### src/hdl/hse_pkg.sv
`default_nettype none

package hse_pkg;

    localparam int FRAC_BITS   = 16;
    localparam int POS_FRAC    = 16;
    localparam int POS_W       = 17;
    localparam int SLOPE_LIMIT = 21;

    localparam int VAL_W    = 32;
    localparam int SPAN_W   = 31;
    localparam int SLOPE_W  = 22;
    localparam int SLC_W    = (FRAC_BITS + 6 > SLOPE_W) ? FRAC_BITS + 6 : SLOPE_W;
    localparam int MPROD_W  = SPAN_W + 1 + SLC_W;

    // Largest magnitude anywhere in the Horner chain stays below 2^40.
    localparam int ACC_W    = 42;

    localparam logic [POS_W-1:0] POS_ONE = POS_W'(1 << POS_FRAC);
    localparam logic signed [SLC_W-1:0] SLOPE_MAX = SLC_W'(SLOPE_LIMIT * (2 ** FRAC_BITS));
    localparam logic signed [SLC_W-1:0] SLOPE_MIN = -SLOPE_MAX;

    typedef logic signed [ACC_W-1:0] t_acc;
    typedef logic signed [VAL_W-1:0] t_val;
    typedef logic signed [SLC_W-1:0] t_slope;

    localparam t_acc VAL_MAX = t_acc'(64'sd2147483647);
    localparam t_acc VAL_MIN = t_acc'(-64'sd2147483648);

    function automatic t_val sat_val(input t_acc x);
        t_val r;
        if (x > VAL_MAX) begin
            r = t_val'(VAL_MAX);
        end else if (x < VAL_MIN) begin
            r = t_val'(VAL_MIN);
        end else begin
            r = x[VAL_W-1:0];
        end
        return r;
    endfunction

endpackage

`default_nettype wire

### src/hdl/hse_horner_step.sv
`default_nettype none

// One Horner step: floor(acc * t / 2^16) + addend, registered.
module hse_horner_step (
    input  wire logic                      i_clk,
    input  wire hse_pkg::t_acc             i_acc,
    input  wire logic [hse_pkg::POS_W-1:0] i_pos,
    input  wire hse_pkg::t_acc             i_add,
    output hse_pkg::t_acc                  o_acc
);
    import hse_pkg::*;

    logic signed [ACC_W+POS_W:0] prod;
    logic signed [ACC_W+POS_W:0] prod_sh;
    t_acc                        n_acc;
    t_acc                        r_acc;

    always_comb begin
        prod    = i_acc * $signed({1'b0, i_pos});
        prod_sh = prod >>> POS_FRAC;
        n_acc   = prod_sh[ACC_W-1:0] + i_add;
    end

    always_ff @(posedge i_clk) begin
        r_acc <= n_acc;
    end

    assign o_acc = r_acc;

endmodule

`default_nettype wire

### config.mk
export PLATFORM = sky130hd
export DESIGN_NAME = hse_horner_step
export DESIGN_NICKNAME = d
export VERILOG_FILES = /design/src/hdl/hse_pkg.sv /design/src/hdl/hse_horner_step.sv
export SDC_FILE = /design/constraint.sdc
export NUM_CORES = 2
export LEC_CHECK = 0
export BUFFER_PORTS_ARGS = -buffer_cell sky130_fd_sc_hd__buf_2
export CAP_MARGIN = 5
export CORE_MARGIN = 5
export CORE_UTILIZATION = 55
export CTS_CLUSTER_SIZE = 30
export DETAILED_ROUTE_END_ITERATION = 10
export PLACE_DENSITY_LB_ADDON = 0.25
export SYNTH_ARGS = -nofsm -noshare
export SYNTH_HDL_FRONTEND = slang
export SYNTH_SLANG_ARGS = --single-unit
### constraint.sdc
create_clock -name i_clk -period 27.8 [get_ports i_clk]
set_input_delay 5.56 -clock i_clk [delete_from_list [all_inputs] [get_ports i_clk]]
set_output_delay 5.56 -clock i_clk [all_outputs]
set_load 0.05 [all_outputs]
* Word-level counts from Yosys, hierarchy flattened
Cells that the tools add are included.
** Cells by class
- Add/subtract/negate cells :: 1
- $mul :: 1
- Divide/modulo/power cells :: 0
- $lt $le $gt $ge :: 0
- Equality and inequality tests :: 0
- Shift-type cells :: 0
- Multiplexer cells :: 0
- Bitwise logic cells :: 0
- Reductions and logical operators :: 0
** Operator list (number)
- 42-bit by 18-bit multiplier with 58-bit output :: 1
- 42-bit adder :: 1
** Word-level totals
- Register bits after elaboration :: 42
- Bits in latches :: 0
- RAM bits :: 0
- ROM bits :: 0
- Output and inout port bits :: 42
- Word-level logic and storage cells :: 3
- Memories kept :: 0

* Longest topological paths before layout
- Depth after elaboration :: 2
- Depth in mapped cells :: 41
- Gate-level depth less buffers :: 39

* Least setup slack after synthesis
OpenSTA, ideal clock, no wires.
- Kind :: input-to-reg
- Start point :: in i_pos[9] (netlist bit)
- End point :: reg r_acc[40] (netlist: o_acc[40])
- Library setup time :: 72 ps
- Data arrival time :: 13425 ps
- Required time :: 27728 ps
- Path slack :: 14303 ps
- Stages on the path :: 37
- Path buffers :: 2
- Path through :: clkbuf_1 -> clkbuf_1 -> nand2_1 -> fa_1 -> inv_1 -> fa_1 -> fa_1 -> fa_1 -> fa_1 -> inv_1 -> fa_1 -> inv_1 -> ha_1 -> a21o_1 -> a2111oi_4 -> o22ai_1 -> a21oi_1 -> inv_1 -> a21oi_1 -> o21a_1 -> nor2b_1 -> o21a_1 -> nor2_1 -> xnor2_1 -> ha_1 -> nand3_1 -> nor2_1 -> and3_1 -> o211ai_1 -> a41oi_1 -> a31oi_2 -> o21ai_2 -> a31oi_4 -> nor3_2 -> o21ai_0 -> o21ai_1 -> xnor2_1
** On the way
- Longest elaborated chain between the ends :: 2
** RTL lines
- start, declared :: line hse_horner_step.sv:7 : input wire logic [hse_pkg::POS_W-1:0] i_pos,
- 42-bit by 18-bit multiplier with 58-bit output :: line hse_horner_step.sv:19 : prod = i_acc * $signed({1'b0, i_pos});
- 42-bit adder :: line hse_horner_step.sv:21 : n_acc = prod_sh[ACC_W-1:0] + i_add;
- named net n_acc[40] :: line hse_horner_step.sv:15 : t_acc n_acc;
- end signal, assigned :: line hse_horner_step.sv:25 : r_acc <= n_acc;
- end, declared :: line hse_horner_step.sv:16 : t_acc r_acc;
The timed path passes the listed nets, and every way through them passes these cells.

* Final worst setup path
Ends and elaborated chain as after synthesis.

==> metrics.md <==
| Metric | Value |
|---|---|
| Max_slew headroom | 0.223 |
| Pre-CTS setup slack | 12300 ps |
| Row cnt | 79 |
| Worst Hold Class | in2reg |
| Seq/Total Area, Yosys | 0.0325 |
| Initial antenna violation count | 1 |
| Tmin final | 15360 ps |
| Die ar. | 51500 sq um |
| Top_reg_cell synth | dfxtp_1 |
| Clock sink count | 42 |
| Post-synthesis register bit count | 42 |
| First-iteration detailed-routing DRC count | 1216 |
| Grt total ovfl | 0 |
| Asr flop ratio synth | 0 |
| Status | complete, no violations |
| Area of the multi-input gates | 21700 sq um |
| Cell taking the most area after synthesis | fa_1 |
| Syn_area_per_cell | 8.91 sq um |
| Maximum level of the CTS H-tree | 2 |
| Area fraction of the dominant cell type after synthesis | 0.508 |
| Post-CTS setup buffer count | 0 |
| GP Congestion | 0.922 |
| Final worst slack | 12440 ps |
| Crit-path leading delay family | adder cells |
| Initial Util | 0.557 |
| Crit-path max FO | 42 |
| Total CTS buffers | 5 |
| N_diodes | 0 |
| Hold path start | i_add[0] |
| CTS tree | yes |
| Slowest stage cell, crit path | buf_2 |
| Root buf cell | clkbuf_16 |
| Fillers | 4154 |
| Yosys warning count | 0 |
| Core Area | 46600 sq um |
| Hold_buf cts | 0 |
| Maximum root-to-sink buffer count | 2 |
| Post-DR vias/cell | 5.43 |
| Vias in the first global route | 21900 |
| Tcrit/Tclk final | 0.552 |
| F_max | 65.1 MHz |
| PortBufs | 143 |
| Gate Count Post-Synth | 2909 |
| Worst slew pin tran | 1160 ps |
| Hold path endpoint | o_acc[0] |
| WP data required | 28030 ps |
| DRT Pass-1 Iters | 7 |
| Mapped Area | 25900 sq um |
| CP endpoint kind | register |
| Largest net degree at the start of global routing | 44 |
| DIE HEIGHT | 227 microns |
| Max-cap viol count | 0 |
| Area Growth Syn to Fin | 4.71% |
| Final setup violation count | 0 |
| First-pass GRT wire length | 112 mm |
| Final nets | 3882 |
| Wirelength, routed | 67.9 mm |
| WP buf/inv | 5 |
| Final ANT Viol Nets | 0 |
| RSZ-0062 raised after global routing | false |
| Final hold vios | 0 |
| Most used cell, CP | fa_1 |
| WL/cell | 19.1 microns |
| Worst-path clk slew | 70 ps |
| Slew Viols, Final | 0 |
| Post-synth EDFFs | 0 |
| Critical setup path kind | in2reg |
| Setup tns final | 0 ps |
| Placed cell count | 3547 |
| Arrival time worst endpoint | 15580 ps |
| Slowest stage delay, CP | 810 ps |
| Commonest cells after routing, fill and taps aside | inv_1, fa_1, nand2_1, and2_1, ha_1 |
| Reg area | 841 sq um |
| Post-CTS Resized | 0 |
| Via count | 19300 |
| Die X-Extent | 227 microns |
| Synth area leaders | fa_1, inv_1, ha_1 |
| Final std cells w/o fill | 3555 |
| Layout cell share with drive strength beyond 1 | 0.0621 |
| Max FFs per register | 42 |
| Hold Path Cell Cnt | 2 |
| HPWL after detailed placement | 53.4 mm |
| Worst setup SP type | primary input |
| GRT Total Usage | 0.275 |
| Total nets after synthesis | 3844 |
| Io pins | 144 |
| Yosys cell types | 64 |
| Commonest non-fill, non-tap cell in the layout | inv_1 |
| Residual DRC | 0 |
worst max-delay path by stage:
stage / to / slack, ps / from / cells past startpoint
3_5_place_dp: o_acc[40] / 12300 / i_pos[9] / 37
4_1_cts: o_acc[40] / 12570 / i_pos[9] / 37
6_report: o_acc[40] / 12440 / i_pos[9] / 37
3_3_place_gp: o_acc[40] / 12430 / i_pos[9] / 37
2_1_floorplan: o_acc[40] / 14300 / i_pos[9] / 37
5_1_grt: o_acc[40] / 11920 / i_pos[9] / 37
Yosys cell counts, types with 5 or more instances:
cell / instances
xor2_1: 29
o21ai_0: 28
nand3_1: 13
and2_1: 301
fa_1: 658
o21a_1: 16
nand4_1: 10
nand2b_1: 10
ha_1: 175
a21oi_1: 64
nor3_1: 8
a31oi_1: 5
and3_1: 5
inv_1: 771
a21o_1: 45
clkbuf_1: 115
nor2_1: 31
a211oi_1: 5
xnor2_1: 63
nor2b_1: 9
nand2_1: 445
dfxtp_1: 42
layout make-up:
type                    count  area share
inverters                 772       0.107
repair buffers            148      0.0278
flip-flops and latches     42      0.0310
multi-input cells        1978       0.801
clock inverters             3    0.000876
well taps                 607      0.0280
clock buffers               5     0.00461
metal layers:
layer,GRT usage,up-vias,share of wire
li1,-,8440,-
met1,0.347,9957,0.39
met2,0.492,716,0.51
met3,0.0386,187,0.064
met4,0.0878,0,0.038
met5,0,-,0
through the flow:
stage | instance area (sq um) | utilization | hold WS, ps
2_1_floorplan | 25900 | - | 5690
6_report | 27100 | 0.583 | 5490
5_1_grt | 27100 | 0.583 | 5500
4_1_cts | 27100 | 0.583 | 5490
3_5_place_dp | 27000 | 0.580 | 5790
3_3_place_gp | 27000 | 0.580 | 5790
kinds of logic (layout without fill, tap and decap cells):
kind of cell | Yosys count | in the layout | synth area share
buf+inv | 889 | 928 | 0.129
simple gates | 842 | 842 | 0.157
fa+ha+maj | 833 | 833 | 0.593
compound gates | 211 | 211 | 0.0576
xor+xnor | 92 | 92 | 0.0311
flops | 42 | 42 | 0.0325
Power is not shown: default switching activity piles up to over one toggle a cycle in this logic, so the estimate is an artifact.
